--- src/rtl/trial_division_prime_test_unit_assert.svh ---
// Assertion macros shared by the prime test RTL.
// Included by the controller and datapath; no other dependencies.
`ifndef TRIAL_DIVISION_PRIME_TEST_UNIT_ASSERT_SVH
`define TRIAL_DIVISION_PRIME_TEST_UNIT_ASSERT_SVH

`ifndef SYNTHESIS

// Clocked check, disabled while reset is asserted (active low).
`define TDPT_ASSERT(label, clk, rst_n, prop) \
    label: assert property (@(posedge clk) disable iff (!rst_n) prop) \
        else $error("tdpt assertion failed");

// Clocked check that also holds during reset.
`define TDPT_ASSERT_ALWAYS(label, clk, prop) \
    label: assert property (@(posedge clk) prop) \
        else $error("tdpt assertion failed");

`else

`define TDPT_ASSERT(label, clk, rst_n, prop)
`define TDPT_ASSERT_ALWAYS(label, clk, prop)

`endif

`endif

--- src/rtl/tdpt_pkg.sv ---
`timescale 1ns / 1ps
// Shared types and constants for the trial-division prime test unit.
// No dependencies.
package tdpt_pkg;

    // First odd divisor tried and the stride between divisors.
    localparam int unsigned FIRST_DIVISOR = 3;
    localparam int unsigned DIVISOR_STEP  = 2;

    typedef enum logic [2:0] {
        ST_IDLE,
        ST_SCREEN,
        ST_DIV,
        ST_EVAL,
        ST_DONE
    } t_state;

    // Controller -> datapath
    typedef struct packed {
        logic load;         // capture input number
        logic init_div;     // d = 3, start a division
        logic bump;         // d += 2, start a division
        logic step;         // one restoring-division step
        logic set_verdict;  // capture verdict value
        logic verdict;
        logic store;        // move verdict into output register
    } t_cmd;

    // Datapath -> controller
    typedef struct packed {
        logic neg;
        logic le_one;       // value <= 1
        logic two;
        logic even;
        logic div_last;     // last division step this cycle
        logic bound_hit;    // d > v / d
        logic rem_zero;
    } t_stat;

endpackage

--- src/rtl/tdpt_chan_if.sv ---
`timescale 1ns / 1ps
// Valid/ready channel interfaces for the prime test unit.
// No dependencies.
interface tdpt_in_if #(
    parameter int WIDTH = 32
);
    logic             valid;
    logic             ready;
    logic [WIDTH-1:0] number;

    modport source (output valid, output number, input ready);
    modport sink   (input valid, input number, output ready);
endinterface

interface tdpt_out_if;
    logic valid;
    logic ready;
    logic prime;

    modport source (output valid, output prime, input ready);
    modport sink   (input valid, input prime, output ready);
endinterface

--- src/rtl/tdpt_datapath.sv ---
`timescale 1ns / 1ps
// Datapath: operand, odd divisor, bit-serial restoring divider, verdict.
// Depends on tdpt_pkg and the assertion macro header.
`include "trial_division_prime_test_unit_assert.svh"

module tdpt_datapath #(
    parameter int WIDTH = 32
) (
    input  logic              i_clk,
    input  logic              i_rst_n,
    input  tdpt_pkg::t_cmd    i_cmd,
    input  logic [WIDTH-1:0]  i_number,
    output tdpt_pkg::t_stat   o_stat,
    output logic              o_prime
);

    localparam int N  = WIDTH - 1;      // magnitude bits of a non-negative value
    localparam int CW = $clog2(N);

    logic [WIDTH-1:0] r_v;
    logic [N-1:0]     r_d;
    logic [N-1:0]     r_rem;
    logic [N-1:0]     r_qr;             // dividend shifts out, quotient shifts in
    logic [CW-1:0]    r_cnt;
    logic             r_verdict;
    logic             r_prime;

    logic [N:0]       trial;
    logic [N:0]       diff;
    logic             ge;

    assign trial = {r_rem, r_qr[N-1]};
    assign diff  = trial - {1'b0, r_d};
    assign ge    = (trial >= {1'b0, r_d});

    always_ff @(posedge i_clk) begin
        if (i_cmd.load) begin
            r_v <= i_number;
        end
        if (i_cmd.init_div) begin
            r_d <= N'(tdpt_pkg::FIRST_DIVISOR);
        end else if (i_cmd.bump) begin
            r_d <= r_d + N'(tdpt_pkg::DIVISOR_STEP);
        end
        if (i_cmd.init_div || i_cmd.bump) begin
            r_rem <= '0;
            r_qr  <= r_v[N-1:0];
            r_cnt <= '0;
        end else if (i_cmd.step) begin
            r_rem <= ge ? diff[N-1:0] : trial[N-1:0];
            r_qr  <= {r_qr[N-2:0], ge};
            r_cnt <= r_cnt + CW'(1);
        end
        if (i_cmd.set_verdict) begin
            r_verdict <= i_cmd.verdict;
        end
        if (i_cmd.store) begin
            r_prime <= r_verdict;
        end
    end

    always_comb begin
        o_stat.neg       = r_v[WIDTH-1];
        o_stat.le_one    = (r_v[N-1:0] <= N'(1));
        o_stat.two       = (r_v[N-1:0] == N'(2));
        o_stat.even      = ~r_v[0];
        o_stat.div_last  = (r_cnt == CW'(N - 1));
        o_stat.bound_hit = (r_d > r_qr);
        o_stat.rem_zero  = (r_rem == '0);
    end

    assign o_prime = r_prime;

    // divisor stays odd and at least three whenever it is in use
    `TDPT_ASSERT(a_odd_divisor, i_clk, i_rst_n, i_cmd.step |-> (r_d[0] && (r_d >= N'(3))))
    // a fresh division always starts from a zero remainder
    `TDPT_ASSERT(a_div_start, i_clk, i_rst_n, (i_cmd.init_div || i_cmd.bump) |=> (r_rem == '0 && r_cnt == '0))

endmodule

--- src/rtl/tdpt_ctrl.sv ---
`timescale 1ns / 1ps
// Controller FSM: input/output handshake and sequencing of the divider.
// Depends on tdpt_pkg and the assertion macro header.
`include "trial_division_prime_test_unit_assert.svh"

module tdpt_ctrl (
    input  logic             i_clk,
    input  logic             i_rst_n,
    input  logic             i_in_valid,
    output logic             o_in_ready,
    output logic             o_out_valid,
    input  logic             i_out_ready,
    input  tdpt_pkg::t_stat  i_stat,
    output tdpt_pkg::t_cmd   o_cmd
);

    tdpt_pkg::t_state r_state;
    tdpt_pkg::t_state n_state;
    logic             r_out_valid;
    logic             n_out_valid;
    logic             out_free;

    assign out_free = ~r_out_valid | i_out_ready;

    always_comb begin
        n_state = r_state;
        case (r_state)
            tdpt_pkg::ST_IDLE: begin
                if (i_in_valid) begin
                    n_state = tdpt_pkg::ST_SCREEN;
                end
            end
            tdpt_pkg::ST_SCREEN: begin
                if (i_stat.neg || i_stat.le_one || i_stat.two || i_stat.even) begin
                    n_state = tdpt_pkg::ST_DONE;
                end else begin
                    n_state = tdpt_pkg::ST_DIV;
                end
            end
            tdpt_pkg::ST_DIV: begin
                if (i_stat.div_last) begin
                    n_state = tdpt_pkg::ST_EVAL;
                end
            end
            tdpt_pkg::ST_EVAL: begin
                if (i_stat.bound_hit || i_stat.rem_zero) begin
                    n_state = tdpt_pkg::ST_DONE;
                end else begin
                    n_state = tdpt_pkg::ST_DIV;
                end
            end
            tdpt_pkg::ST_DONE: begin
                if (out_free) begin
                    n_state = tdpt_pkg::ST_IDLE;
                end
            end
            default: begin
                n_state = tdpt_pkg::ST_IDLE;
            end
        endcase
    end

    always_comb begin
        o_cmd      = '0;
        o_in_ready = 1'b0;
        case (r_state)
            tdpt_pkg::ST_IDLE: begin
                o_in_ready = 1'b1;
                o_cmd.load = i_in_valid;
            end
            tdpt_pkg::ST_SCREEN: begin
                if (i_stat.neg || i_stat.le_one) begin
                    o_cmd.set_verdict = 1'b1;
                    o_cmd.verdict     = 1'b0;
                end else if (i_stat.two) begin
                    o_cmd.set_verdict = 1'b1;
                    o_cmd.verdict     = 1'b1;
                end else if (i_stat.even) begin
                    o_cmd.set_verdict = 1'b1;
                    o_cmd.verdict     = 1'b0;
                end else begin
                    o_cmd.init_div = 1'b1;
                end
            end
            tdpt_pkg::ST_DIV: begin
                o_cmd.step = 1'b1;
            end
            tdpt_pkg::ST_EVAL: begin
                // bound is checked before divisibility, as in the loop test
                if (i_stat.bound_hit) begin
                    o_cmd.set_verdict = 1'b1;
                    o_cmd.verdict     = 1'b1;
                end else if (i_stat.rem_zero) begin
                    o_cmd.set_verdict = 1'b1;
                    o_cmd.verdict     = 1'b0;
                end else begin
                    o_cmd.bump = 1'b1;
                end
            end
            tdpt_pkg::ST_DONE: begin
                o_cmd.store = out_free;
            end
            default: begin
                o_cmd = '0;
            end
        endcase
    end

    always_comb begin
        if (o_cmd.store) begin
            n_out_valid = 1'b1;
        end else if (i_out_ready) begin
            n_out_valid = 1'b0;
        end else begin
            n_out_valid = r_out_valid;
        end
    end

    always_ff @(posedge i_clk) begin
        if (!i_rst_n) begin
            r_state     <= tdpt_pkg::ST_IDLE;
            r_out_valid <= 1'b0;
        end else begin
            r_state     <= n_state;
            r_out_valid <= n_out_valid;
        end
    end

    assign o_out_valid = r_out_valid;

    // a new result only appears out of the done state
    `TDPT_ASSERT(a_out_from_done, i_clk, i_rst_n, (!$past(r_out_valid) && r_out_valid) |-> ($past(r_state) == tdpt_pkg::ST_DONE))
    // a pending result is never overwritten
    `TDPT_ASSERT(a_no_overwrite, i_clk, i_rst_n, o_cmd.store |-> (!r_out_valid || i_out_ready))
    // an accepted beat is screened in the next cycle
    `TDPT_ASSERT(a_accept_screen, i_clk, i_rst_n, (i_in_valid && o_in_ready) |=> (r_state == tdpt_pkg::ST_SCREEN))
    // evaluation only follows a finished division
    `TDPT_ASSERT(a_eval_after_div, i_clk, i_rst_n, (r_state == tdpt_pkg::ST_EVAL) |-> ($past(r_state) == tdpt_pkg::ST_DIV))

endmodule

--- src/rtl/trial_division_prime_test_unit.sv ---
`timescale 1ns / 1ps
// Trial-division prime test: one input beat (number) in, one beat (prime) out.
// Channels: i_in is a valid/ready sink carrying number; o_out is a valid/ready
// source carrying prime. A beat moves when valid and ready are both high.
// The low WIDTH bits of number are a two's complement value. Negative values,
// 0, 1 and even values other than 2 are rejected in the screening state, and
// the result is stored from the done state. Odd values of 3 or more run a
// bit-serial restoring divider (WIDTH-1 steps, then an evaluate state, per
// divisor) over the odd divisors from 3 upward until one divides the value
// or the divisor exceeds the quotient. For WIDTH = 32 the worst case (a
// prime near 2^31) tries about 23,170 divisors. One item is in work at a
// time; i_in.ready is high only while idle, from the cycle after the result
// is stored. The result sits in an output register, so a new beat is taken
// while a finished result still waits. If the receiver stalls, the next
// result waits in the done state until the output register frees up;
// nothing is dropped. Reset (i_rst_n low, synchronous) returns the unit to
// idle and clears o_out.valid; the datapath registers are not reset.
// Depends on tdpt_pkg, tdpt_chan_if, tdpt_ctrl and tdpt_datapath.

module trial_division_prime_test_unit #(
    parameter int WIDTH = 32
) (
    input  logic      i_clk,
    input  logic      i_rst_n,
    tdpt_in_if.sink   i_in,
    tdpt_out_if.source o_out
);

    tdpt_pkg::t_cmd  cmd;
    tdpt_pkg::t_stat stat;

    // sequencing: handshake and FSM
    tdpt_ctrl u_ctrl (
        .i_clk       (i_clk),
        .i_rst_n     (i_rst_n),
        .i_in_valid  (i_in.valid),
        .o_in_ready  (i_in.ready),
        .o_out_valid (o_out.valid),
        .i_out_ready (o_out.ready),
        .i_stat      (stat),
        .o_cmd       (cmd)
    );

    // operand, divisor, divider and output payload register
    tdpt_datapath #(
        .WIDTH (WIDTH)
    ) u_datapath (
        .i_clk    (i_clk),
        .i_rst_n  (i_rst_n),
        .i_cmd    (cmd),
        .i_number (i_in.number),
        .o_stat   (stat),
        .o_prime  (o_out.prime)
    );

endmodule
--- src/flat_wrapper.sv ---
// flat-port wrapper written by rule: the top's interface ports become plain ports
module trial_division_prime_test_unit_flat 
#(
    parameter int WIDTH = 32
)
  (i_clk, i_rst_n, i_in_valid, i_in_number, i_in_ready, o_out_valid, o_out_prime, o_out_ready);
  tdpt_in_if #(.WIDTH(WIDTH)) i_in_i ();
  tdpt_out_if o_out_i ();
  input  logic i_clk;
  input  logic i_rst_n;
  input wire logic [$bits(i_in_i.valid)-1:0] i_in_valid;
  input wire logic [$bits(i_in_i.number)-1:0] i_in_number;
  output wire logic [$bits(i_in_i.ready)-1:0] i_in_ready;
  output wire logic [$bits(o_out_i.valid)-1:0] o_out_valid;
  output wire logic [$bits(o_out_i.prime)-1:0] o_out_prime;
  input wire logic [$bits(o_out_i.ready)-1:0] o_out_ready;
  assign i_in_i.valid = i_in_valid;
  assign i_in_i.number = i_in_number;
  assign i_in_ready = i_in_i.ready;
  assign o_out_valid = o_out_i.valid;
  assign o_out_prime = o_out_i.prime;
  assign o_out_i.ready = o_out_ready;
  trial_division_prime_test_unit #(.WIDTH(WIDTH)) u_core (.i_clk(i_clk), .i_rst_n(i_rst_n), .i_in(i_in_i), .o_out(o_out_i));
endmodule
--- config.mk ---
export PLATFORM = sky130hd
export DESIGN_NAME = trial_division_prime_test_unit_flat
export DESIGN_NICKNAME = d
export VERILOG_FILES = /design/src/rtl/tdpt_pkg.sv /design/src/rtl/tdpt_chan_if.sv /design/src/rtl/tdpt_datapath.sv /design/src/rtl/tdpt_ctrl.sv /design/src/rtl/trial_division_prime_test_unit.sv /design/src/flat_wrapper.sv
export VERILOG_INCLUDE_DIRS = /design/src /design/src/rtl
export SDC_FILE = /design/constraint.sdc
export NUM_CORES = 1
export LEC_CHECK = 0
export BUFFER_PORTS_ARGS = -buffer_cell sky130_fd_sc_hd__buf_4
export CAP_MARGIN = 10
export CORE_MARGIN = 3
export CORE_UTILIZATION = 51
export DETAILED_ROUTE_END_ITERATION = 10
export HOLD_SLACK_MARGIN = 0.06
export PLACE_DENSITY = 0.68
export SLEW_MARGIN = 25
export SYNTH_ARGS = -nofsm -noshare
export SYNTH_HDL_FRONTEND = slang
export SYNTH_SLANG_ARGS = --single-unit
--- constraint.sdc ---
create_clock -name i_clk -period 6 [get_ports i_clk]
set_clock_uncertainty 0.15 [all_clocks]
set_input_delay 1.2 -clock i_clk [delete_from_list [all_inputs] [get_ports i_clk]]
set_output_delay 1.2 -clock i_clk [all_outputs]
set_load 0.05 [all_outputs]
==> flow_summary_export.csv, run 1 <==
group,metric,value,unit
status,status,"complete, no violations",
sta,rsz0062_at_grt,"no",
sta,final-hold-violation-count,0,
floorplan,die_h,132,µm
sta,finalMaxSlewViolations,0,
sta,fmax,251,MHz
critical_path,crit_chain,"inv_1, ha_1, nand3_1, nor4_1, a21oi_1, o2bb2ai_1, a2111oi_4, buf_4, nand4_4, or2_1, or3_1, a21oi_1",
clocking,h-tree-depth,4,
placed_design,portBuffers,38,
synth,synth.net_count,981,
hold_path,min_path_type,"reg2reg",
final_layout,n_antenna_cell,0,
placed_design,place_ws,2.07,ns
final_layout,fill_cells,1383,
floorplan,die_x,132,µm
final_layout,area_growth,12.8,%
critical_path,critPathLaunchType,"flip-flop",
global_routing,overflow,0,
sta,worst_hold_slack,0.288,ns
routing,drtAntennaViolNets,0,
critical_path,crit_path_frequent_cell,"a21oi_1",
final_layout,utilization,59.3,%
routing,first_pass_iters,5,
final_layout,layout_commonest_cell,"a21oi_1",
synth,yosysWarnings,0,
synth,yosysSeqAreaShare,41.6,%
critical_path,path_delay_family,"simple AND/OR/NAND/NOR gates",
hold_path,min_delay_worst_endpoint,"u_core.u_datapath.o_prime$_DFFE_PP_",
clocking,cts_resized,0,
pwr,p_sw_share,43.7,%
pwr,switching_power,2.08,mW
hold_path,worstHoldPathCells,0,
routing,wl,18.0,mm
sta,setup_ws,2.01,ns
pwr,sequentialPowerShare,27.2,%
critical_path,arrival,4.19,ns
clocking,cts_num_sinks,135,
final_layout,finalNetCount,1007,
clocking,cts_buffer_depth,2,
pwr,p_int,2.68,mW
final_layout,design_area,0.00908,mm²
synth,syn-instance-count,880,
clocking,cts.clk_slew.worst_paths,0.06,ns
synth,syn_avg_cell_area,9.16,µm²
sta,max_slew_margin,41.2,%
sta,fin_setup_tns,0,ns
hold_path,min_from,"u_core.u_datapath.r_verdict$_DFFE_PP_",
critical_path,crit-reg2reg-launch,"u_core.u_datapath.r_d[1]$_SDFFE_PP1P_",
floorplan,start_util,52.6,%
critical_path,slowest_stage,"dfxtp_1",
pwr,power_density,523,mW/mm²
critical_path,endpoint_kind,"flip-flop",
routing,dr_total_vias,6363,
global_routing,grt_pass1_wl,29.9,mm
routing,drt_iter0_drc,347,
synth,synth_edf_count,65,
synth,synth-main-ff-cell,"dfxtp_1",
flow_run,max_cap_violations,0,
critical_path,cp_slowest_stage_delay,0.51,ns
clocking,worstSkewPairLatency,0.42,ns
critical_path,worstSetupPathType,"reg2reg",
critical_path,cp.required,6.21,ns
global_routing,grt_max_degree,49,
synth,ys_ff_latch,135,
routing,viasPerCell,5.64,
clocking,hold_buffers,0,
routing,wl_per_cell,15.9,µm
pwr,combinationalPowerShare,51.9,%
sta,setup_viol,0,
critical_path,r2r_slack,2.01,ns
sta,period_share,66.5,%
critical_path,cp.buffers_inverters,2,
critical_path,crit_fanout,17,
floorplan,dieArea,0.0173,mm²
placed_design,place.gp.congestion,0.899,
critical_path,reg2reg_to,"u_core.u_datapath.r_d[26]$_SDFFE_PP0P_",
floorplan,boundaryPins,39,
synth,syn_area,0.00806,mm²
clocking,cts_root_buf,"clkbuf_16",
floorplan,core_region_area,0.0153,mm²
pwr,power.share.clock,20.9,%
pwr,p_leak,3.76,nW
synth,synthDistinctLibCells,61,
global_routing,grt_pass1_vias,6066,
final_layout,drive_above_1_share,12.9,%
global_routing,gr-usage-all-layers,21.1,%
placed_design,dp_hpwl,13.3,mm
clocking,cts_buffers,17,
critical_path,r2r_cells,12,
clocking,post-cts-setup-buffer-count,0,
sta,period_needed,3.99,ns
final_layout,layout_common_cells,"a21oi_1, inv_1, dfxtp_1",
global_routing,antenna_found_initial,0,
sta,worst_slew_pin_slew,0.878,ns
clocking,cts_tree,"done",
placed_design,placed_area,0.00852,mm²
pwr,peakVddDrop,0.279,mV
routing,drcViolationCount,0,
synth,synth-async-reset-ratio,0,%
floorplan,rows,45,
## metrics by stage
step,instances,power (mW)
2_1_floorplan,880,3.20
3_3_place_gp,1098,3.72
3_5_place_dp,1098,3.72
4_1_cts,1129,4.75
5_1_grt,1129,5.15
6_report,1129,4.75
## power by group through the flow
stage / sequential (mW) / combinational, mW / clock, mW
final: 1.29 / 2.46 / 0.994
after global routing: 1.31 / 2.79 / 1.05
after CTS: 1.29 / 2.45 / 1.01
after detailed placement: 1.31 / 2.42 / 0
after global placement: 1.31 / 2.41 / 0
after floorplan: 1.25 / 1.95 / 0
## logic make-up (layout without fill, tap and decap cells)
kind of cell               count (synthesis)  in the layout  share of synthesized area, %
and+or+nand+nor                          269            269                          16.7
AOI/OAI and AO/OA                        215            215                          16.1
DFF                                      135            135                          41.6
buffers and inverters                    114            152                          5.47
adders and majority gates                 65             65                          10.2
xor gates and xnor gates                  49             49                          5.33
muxes                                     33             33                          4.57
## worst reg2reg max path: stages, from the launching register on
cell	delay (ns)
dfxtp_1	0.51
inv_1	0.14
ha_1	0.30
nand3_1	0.08
nor4_1	0.49
a21oi_1	0.14
o2bb2ai_1	0.23
a2111oi_4	0.45
buf_4	0.28
nand4_4	0.17
or2_1	0.44
or3_1	0.42
a21oi_1	0.14
## cells in the mapped netlist, types with 2 or more instances
cell / count / area share (%)
or3_1: 13 / 1.0
o31ai_1: 2 / 0.19
nor3_1: 19 / 1.2
o21ai_0: 61 / 3.8
a21o_1: 20 / 1.9
and4_1: 2 / 0.22
a31oi_1: 7 / 0.54
nor2b_1: 5 / 0.39
a32oi_1: 4 / 0.43
o2111ai_1: 2 / 0.22
nand4_1: 22 / 1.7
and2_1: 4 / 0.31
and3_1: 11 / 0.85
buf_1: 3 / 0.14
nor4_1: 17 / 1.3
xnor2_1: 36 / 3.9
nor2_1: 65 / 3.0
xor2_1: 13 / 1.4
o21bai_1: 4 / 0.37
clkbuf_1: 30 / 1.4
o221ai_1: 2 / 0.22
buf_2: 4 / 0.25
o21a_1: 3 / 0.28
mux2_2: 30 / 4.2
nand2b_1: 8 / 0.62
mux2i_1: 3 / 0.37
dfxtp_1: 70 / 17
or2_2: 2 / 0.16
nand2_1: 59 / 2.7
a31o_2: 2 / 0.22
or4_1: 2 / 0.19
o2bb2ai_1: 2 / 0.22
nand3_1: 32 / 2.0
o211ai_1: 3 / 0.28
ha_1: 64 / 9.9
a211oi_1: 2 / 0.19
o211a_1: 2 / 0.25
a41oi_1: 3 / 0.33
nor4b_1: 2 / 0.22
edfxtp_1: 65 / 24
a21oi_1: 84 / 5.2
a221oi_1: 2 / 0.22
inv_1: 76 / 3.5
## worst max-delay path by stage
stage | start | to | slack [ns] | depth (start not counted)
6_report | u_core.u_datapath.r_d[1]$_SDFFE_PP1P_ | u_core.u_datapath.r_d[26]$_SDFFE_PP0P_ | 2.01 | 12
5_1_grt | u_core.u_datapath.r_qr[30]$_DFFE_PP_ | u_core.u_datapath.r_d[30]$_SDFFE_PP0P_ | 1.71 | 12
4_1_cts | u_core.u_datapath.r_d[1]$_SDFFE_PP1P_ | u_core.u_datapath.r_d[26]$_SDFFE_PP0P_ | 2.03 | 12
3_5_place_dp | u_core.u_datapath.r_d[1]$_SDFFE_PP1P_ | u_core.u_datapath.r_d[26]$_SDFFE_PP0P_ | 2.07 | 12
3_3_place_gp | u_core.u_datapath.r_qr[30]$_DFFE_PP_ | u_core.u_datapath.r_d[26]$_SDFFE_PP0P_ | 2.03 | 12
2_1_floorplan | i_in_valid | u_core.u_datapath.r_v[0]$_DFFE_PP_ | 1.93 | 2
## routing by layer
metal / share of wire (%) / GRT usage (%) / vias up
met4: 1.2 / 4.73 / 0
met5: 0 / 0 / -
li1: - / - / 3236
met2: 45 / 33.2 / 152
met3: 4.6 / 4.82 / 18
met1: 49 / 29.9 / 2957
## layout make-up
| type | count | area (µm²) | area share (%) |
|---|---|---|---|
| tap | 211 | 264 | 2.91 |
| inverter | 76 | 285 | 3.14 |
| clock buffer | 17 | 425 | 4.68 |
| timing repair buffer | 45 | 338 | 3.72 |
| sequential | 135 | 3350 | 36.9 |
| multi-input combinational | 631 | 4280 | 47.1 |
| clock inverter | 14 | 136 | 1.50 |
## sequential cells by signal, summed over array words and instances (netlist names)
signal and cells:
u_core.u_datapath.r_d 30, u_core.u_datapath.r_qr 31, u_core.u_datapath.r_v 32, u_core.u_datapath.o_prime 1, u_core.u_ctrl.o_out_valid 1, u_core.u_datapath.r_cnt 5
u_core.u_datapath.r_rem 31, u_core.u_datapath.r_verdict 1, u_core.u_ctrl.r_state 3
No activity file was read; power rests on OpenSTA's default activity.
==> run 2: changes to the inputs <==
- ABC_AREA: not set -> 1
- clock period: 6 -> 4.1 ns (I/O delays scaled with it)
==> run 2 against run 1 <==
Net effect: clock power up 43%; critical path type unchanged; sequential power is 43% higher; non-clock buffer count up 4.
==> flow_summary_export.csv, run 2 <==
group,metric,value,unit
critical_path,path_delay_family,"simple AND/OR/NAND/NOR gates",
critical_path,cp_slowest_stage_delay,0.50,ns
synth,ys_ff_latch,135,
global_routing,antenna_found_initial,0,
routing,dr_total_vias,8838,
critical_path,cp.required,4.26,ns
floorplan,start_util,52.2,%
clocking,cts_buffer_depth,2,
critical_path,slowest_stage,"a21oi_4",
synth,syn_area,0.00941,mm²
floorplan,dieArea,0.0201,mm²
clocking,worstSkewPairLatency,0.42,ns
final_layout,utilization,57.8,%
critical_path,endpoint_kind,"flip-flop",
sta,final-hold-violation-count,0,
final_layout,layout.cells.non_filler,1611,
final_layout,n_antenna_cell,0,
final_layout,finalNetCount,1470,
routing,wl,25.4,mm
final_layout,largest_reg_flops,32,
synth,syn_avg_cell_area,7.03,µm²
sta,worst_slew_pin_slew,0.809,ns
clocking,cts_num_sinks,135,
synth,netlist_top_cells_count,"nand2_1, inv_1, nor2_1",
sta,period_needed,3.27,ns
synth,synth_xor_area_share,2.60,%
critical_path,cp.buffers_inverters,1,
critical_path,r2r_slack,0.83,ns
synth,synth_top_area_share,20.7,%
pwr,p_leak,4.84,nW
sta,max_slew_margin,45.6,%
placed_design,placed_cells,1579,
final_layout,fill_cells,1793,
routing,drtAntennaViolNets,0,
global_routing,gr-usage-all-layers,25.5,%
synth,synthAdderAreaFrac,8.72,%
routing,drt_iter0_drc,620,
hold_path,min_path_type,"reg2reg",
final_layout,largest_register,"u_core.u_datapath.r_v",
floorplan,rows,49,
critical_path,worstSetupPathType,"reg2reg",
final_layout,area_growth,10.7,%
global_routing,grt_pass1_wl,41.1,mm
placed_design,place.gp.congestion,0.962,
clocking,cts.clk_slew.worst_paths,0.06,ns
synth,synth_top_family_by_area,"simple AND/OR/NAND/NOR gates",
synth,yosysWarnings,0,
clocking,cts_buffers,17,
placed_design,place_ws,0.872,ns
clocking,post-cts-setup-buffer-count,0,
synth,synth_edf_count,65,
routing,first_pass_iters,5,
flow_run,max_cap_violations,0,
final_layout,layout_commonest_cell,"nand2_1",
floorplan,boundaryPins,39,
synth,synth_compound_area_share,8.51,%
status,status,"complete, no violations",
sta,rsz0062_at_grt,"no",
synth,yosysMostFrequentCell,"nand2_1",
final_layout,layout_common_cells,"nand2_1, inv_1, nor2_1",
sta,fin_setup_tns,0,ns
floorplan,die_x,142,µm
synth,synth_area_leaders,"edfxtp_1, nand2_1, dfxtp_1",
final_layout,drive_above_1_share,7.89,%
routing,drcViolationCount,0,
synth,yosysSeqAreaShare,35.6,%
sta,setup_viol,0,
synth,syn-instance-count,1340,
synth,synth-main-ff-cell,"dfxtp_1",
sta,setup_ws,0.829,ns
synth,synth.net_count,1441,
clocking,h-tree-depth,4,
critical_path,crit_chain,"inv_1, ha_1, a21oi_1, nand2_1, nand2_1, nand3_2, a21oi_4, nand2_4, or2_2, nand3_1, nand2_1",
routing,wl_per_cell,15.7,µm
global_routing,overflow,0,
floorplan,die_h,142,µm
critical_path,arrival,3.43,ns
synth,synthSimpleGateAreaFrac,35.5,%
critical_path,crit_path_frequent_cell,"nand2_1",
placed_design,dp_hpwl,19.4,mm
global_routing,grt_max_degree,82,
critical_path,crit_fanout,46,
synth,synth_top_cell_by_area,"edfxtp_1",
sta,worst_hold_slack,0.288,ns
clocking,cts_root_buf,"clkbuf_16",
final_layout,reg.largest.list,"u_core.u_datapath.r_v: 32 flops, u_core.u_datapath.r_qr: 31 flops, u_core.u_datapath.r_rem: 31 flops",
placed_design,portBuffers,38,
global_routing,grt_pass1_vias,8355,
routing,viasPerCell,5.49,
synth,synthDistinctLibCells,40,
sta,finalMaxSlewViolations,0,
synth,synth.mux.area_fraction,0,%
pwr,peakVddDrop,0.754,mV
sta,period_share,79.8,%
pwr,power_density,760,mW/mm²
clocking,hold_buffers,0,
sta,fmax,306,MHz
clocking,cts_resized,0,
clocking,cts_tree,"done",
synth,synth-async-reset-ratio,0,%
floorplan,core_region_area,0.0180,mm²
critical_path,critPathLaunchType,"flip-flop",
-- run 2: changes by cell type after synthesis, moves of 29 or more --
cell	previous run	this run
inv_1	76	167
mux2_2	30	0
nand2_1	59	402
nand3_1	32	90
nand4_1	22	63
nor2_1	65	112
xnor2_1	36	7
-- run 2: per-layer routing --
layer  vias up  part of all wire [%]  wire length [µm]  GRT usage, %
met3        58                   3.9               980          2.90
met4         0                   3.9              1000          11.6
met2       236                    49             12300          44.0
met5         -                     0                 0             0
met1      4052                    44             11000          32.1
li1       4492                     -                 -             -
-- run 2: kinds of logic (layout without fill, tap and decap cells) --
group | count (synthesis) | count (layout)
buf+inv | 208 | 250
compound gates | 151 | 151
flops | 135 | 135
xor+xnor | 28 | 28
fa+ha+maj | 65 | 65
simple gates | 753 | 753
-- run 2: final timing paths --
| kind | startpoint | to | cells past startpoint |
|---|---|---|---|
| min | u_core.u_datapath.r_verdict$_DFFE_PP_ | u_core.u_datapath.o_prime$_DFFE_PP_ | 0 |
| max reg2reg | u_core.u_datapath.r_d[19]$_SDFFE_PP0P_ | u_core.u_datapath.r_rem[19]$_SDFFE_PN0P_ | 11 |
| min reg2reg | u_core.u_datapath.r_verdict$_DFFE_PP_ | u_core.u_datapath.o_prime$_DFFE_PP_ | 0 |
| max | u_core.u_datapath.r_d[19]$_SDFFE_PP0P_ | u_core.u_datapath.r_rem[19]$_SDFFE_PN0P_ | 11 |
-- run 2: layout make-up --
cell class,count,area [µm²],share of cell area [%]
multi-input cells,997,5220,50.1
flip-flops and latches,135,3350,32.2
well taps,229,287,2.75
repair buffers,49,380,3.65
clock buffers,18,429,4.12
inverters,169,634,6.09
clock inverters,14,115,1.10
-- run 2: through the flow --
stage / cell area, µm² / total power, mW
4_1_cts: 10400 / 7.92
5_1_grt: 10400 / 8.65
6_report: 10400 / 7.92
2_1_floorplan: 9410 / 5.42
3_5_place_dp: 9880 / 6.48
3_3_place_gp: 9880 / 6.49
-- run 2: where the power goes --
part | leakage (nW) | switching, mW | internal, mW
registers | 1.18 | 0.204 | 1.64
clock network | 0.256 | 0.629 | 0.788
logic | 3.41 | 3.08 | 1.58
total | 4.84 | 3.92 | 4.00
==> run 3: changes to the inputs <==
- ABC_AREA: 1 -> 0
- clock period: 4.1 -> 3.2 ns (I/O delays scaled with it)
==> run 3 against run 2 <==
Net effect: the flow now finishes with violations (setup timing); sequential power is 31% higher; clock power is 33% higher; die area is 14% lower; critical path depth is 1 higher; worst setup slack worse by 0.86 ns; sequential share of layout area is 0.59 points higher; flip-flop and latch count stayed put; critical path type unchanged; largest cell class unchanged.
==> flow_summary_export.csv, run 3 (same netlist as run 1, synthesis figures left out) <==
group,metric,value,unit
critical_path,cp.required,3.23,ns
floorplan,start_util,52.6,%
floorplan,rows,45,
clocking,h-tree-depth,4,
global_routing,busiest_layer,"met2",
sta,period_share,101,%
clocking,worstSkewPairLatency,0.43,ns
pwr,power_density,961,mW/mm²
sta,final-hold-violation-count,0,
final_layout,layout.cells.non_filler,1231,
final_layout,layout_common_cells,"buf_4, inv_1, a21oi_1",
routing,dr_total_vias,6856,
status,status,"complete, but fails checks",
pwr,peakVddDrop,0.627,mV
critical_path,slowest_stage,"a2111o_1",
final_layout,drive_above_1_share,25.6,%
critical_path,worstSetupPathType,"reg2reg",
floorplan,dieArea,0.0173,mm²
critical_path,crit_chain,"inv_2, ha_4, a21o_1, a21oi_2, o221ai_2, a2111o_1, a2111oi_4, buf_4, buf_6, nor2_4, clkbuf_16, mux2_2",
placed_design,placed_cells,1188,
hold_path,min_path_type,"in2reg",
sta,setup_ws,-0.0299,ns
routing,drtAntennaViolNets,0,
clocking,cts_buffers,17,
critical_path,crit_fanout,5,
final_layout,utilization,66.8,%
final_layout,design_area,0.0102,mm²
placed_design,place_ws,-0.277,ns
placed_design,placed_area,0.00928,mm²
routing,wl,20.1,mm
critical_path,endpoint_kind,"flip-flop",
pwr,total_power,9.84,mW
sta,rsz0062_at_grt,"yes",
final_layout,finalNetCount,1109,
clocking,cts_tree,"done",
final_layout,largest_register,"u_core.u_datapath.r_v",
global_routing,grt_use_met3,4.59,%
final_layout,fill_cells,1235,
final_layout,reg.largest.list,"u_core.u_datapath.r_v: 32 flops, u_core.u_datapath.r_qr: 31 flops, u_core.u_datapath.r_rem: 31 flops",
final_layout,layout_commonest_cell,"buf_4",
final_layout,area_growth,27.0,%
critical_path,arrival,3.26,ns
clocking,cts_root_buf,"clkbuf_16",
critical_path,cp_slowest_stage_delay,0.49,ns
global_routing,antenna_found_initial,0,
floorplan,core_region_area,0.0153,mm²
clocking,cts_num_sinks,135,
clocking,hold_buffers,0,
routing,viasPerCell,5.57,
global_routing,gr-usage-all-layers,22.0,%
clocking,cts_buffer_depth,2,
routing,wl_per_cell,16.3,µm
global_routing,overflow,0,
routing,drcViolationCount,0,
pwr,p_leak,4.39,nW
floorplan,die_h,132,µm
global_routing,grtUsageMet2,35.9,%
critical_path,critPathLaunchType,"flip-flop",
sta,fmax,310,MHz
clocking,cts.clk_slew.worst_paths,0.06,ns
sta,worst_slew_pin_slew,1.15,ns
floorplan,boundaryPins,39,
final_layout,n_antenna_cell,0,
sta,finalMaxSlewViolations,0,
sta,setup_viol,26,
placed_design,place.gp.congestion,0.888,
placed_design,portBuffers,38,
floorplan,die_x,132,µm
global_routing,grt_pass1_wl,31.1,mm
placed_design,dp_hpwl,14.3,mm
global_routing,grt_max_degree,35,
flow_run,max_cap_violations,0,
global_routing,grt_use_met1,29.8,%
routing,first_pass_iters,5,
routing,drt_iter0_drc,466,
sta,period_needed,3.23,ns
sta,max_slew_margin,23.1,%
status,violations,"setup timing",
global_routing,grt_pass1_vias,6525,
final_layout,largest_reg_flops,32,
-- run 3: cell count changes in the layout (fill, tap and decap cells not counted), moves of 30 or more --
cell     delta
nand4_1    -41
nor2_1     -48
nand2_1   -346
inv_1      -93
mux2_2     +30
buf_4      +84
nand3_1    -63
-- run 3: routing by layer --
layer / wire (µm) / share of wire, % / up-vias
met4: 335 / 1.7 / 0
met5: 0 / 0 / -
met3: 812 / 4.0 / 26
li1: - / - / 3437
met1: 9450 / 47 / 3223
met2: 9460 / 47 / 170
-- run 3: worst paths after layout --
check	start	end	slack, ns	cells after the start
hold / removal	i_in_number[2]	u_core.u_datapath.r_v[2]$_DFFE_PP_	0.24	1
setup / recovery	u_core.u_datapath.r_qr[4]$_DFFE_PP_	u_core.u_datapath.r_qr[26]$_DFFE_PP_	-0.03	12
hold reg to reg	u_core.u_datapath.r_verdict$_DFFE_PP_	u_core.u_datapath.o_prime$_DFFE_PP_	0.30	0
setup reg to reg	u_core.u_datapath.r_qr[4]$_DFFE_PP_	u_core.u_datapath.r_qr[26]$_DFFE_PP_	-0.03	12
-- run 3: stage by stage --
step | TNS (ns) | hold WS [ns]
global placement | -9.13 | 0.282
detailed placement | -12.12 | 0.257
CTS | 0 | 0.224
global route | -10.09 | 0.220
finish | -0.254 | 0.237
floorplan | 0 | 0.250
-- run 3: worst max-delay path: cells and delay by family, from the launching register on --
kind | cells | cell delay (ns)
DFF | 1 | 0.39
AOI/OAI and AO/OA | 5 | 1.34
and+or+nand+nor | 1 | 0.06
adders and majority gates | 1 | 0.19
buffers and inverters | 4 | 0.58
muxes | 1 | 0.27
-- run 3: power breakdown --
group	internal (mW)	switching, mW	total, mW
Sequential	2.11	0.294	2.41
Combinational	2.53	3.01	5.54
Clock	1.09	0.804	1.89
Total	5.73	4.11	9.84
-- run 3: layout make-up --
cell class,instances,area [µm²],area share [%]
Multi-Input combinational cell,634,4560,44.5
Sequential cell,135,3350,32.8
Timing Repair Buffer,144,1210,11.8
Clock buffer,17,425,4.16
Inverter,76,289,2.82
Tap cell,211,264,2.58
Clock inverter,14,140,1.37
-- run 3: timing repair --
item / CTS / global route
endpoints found under the setup margin: 100 / 113
cloned: 1 / 5
gates resized for setup: 3 / 64
setup buffers: 3 / 3
pin swaps: 3 / 16
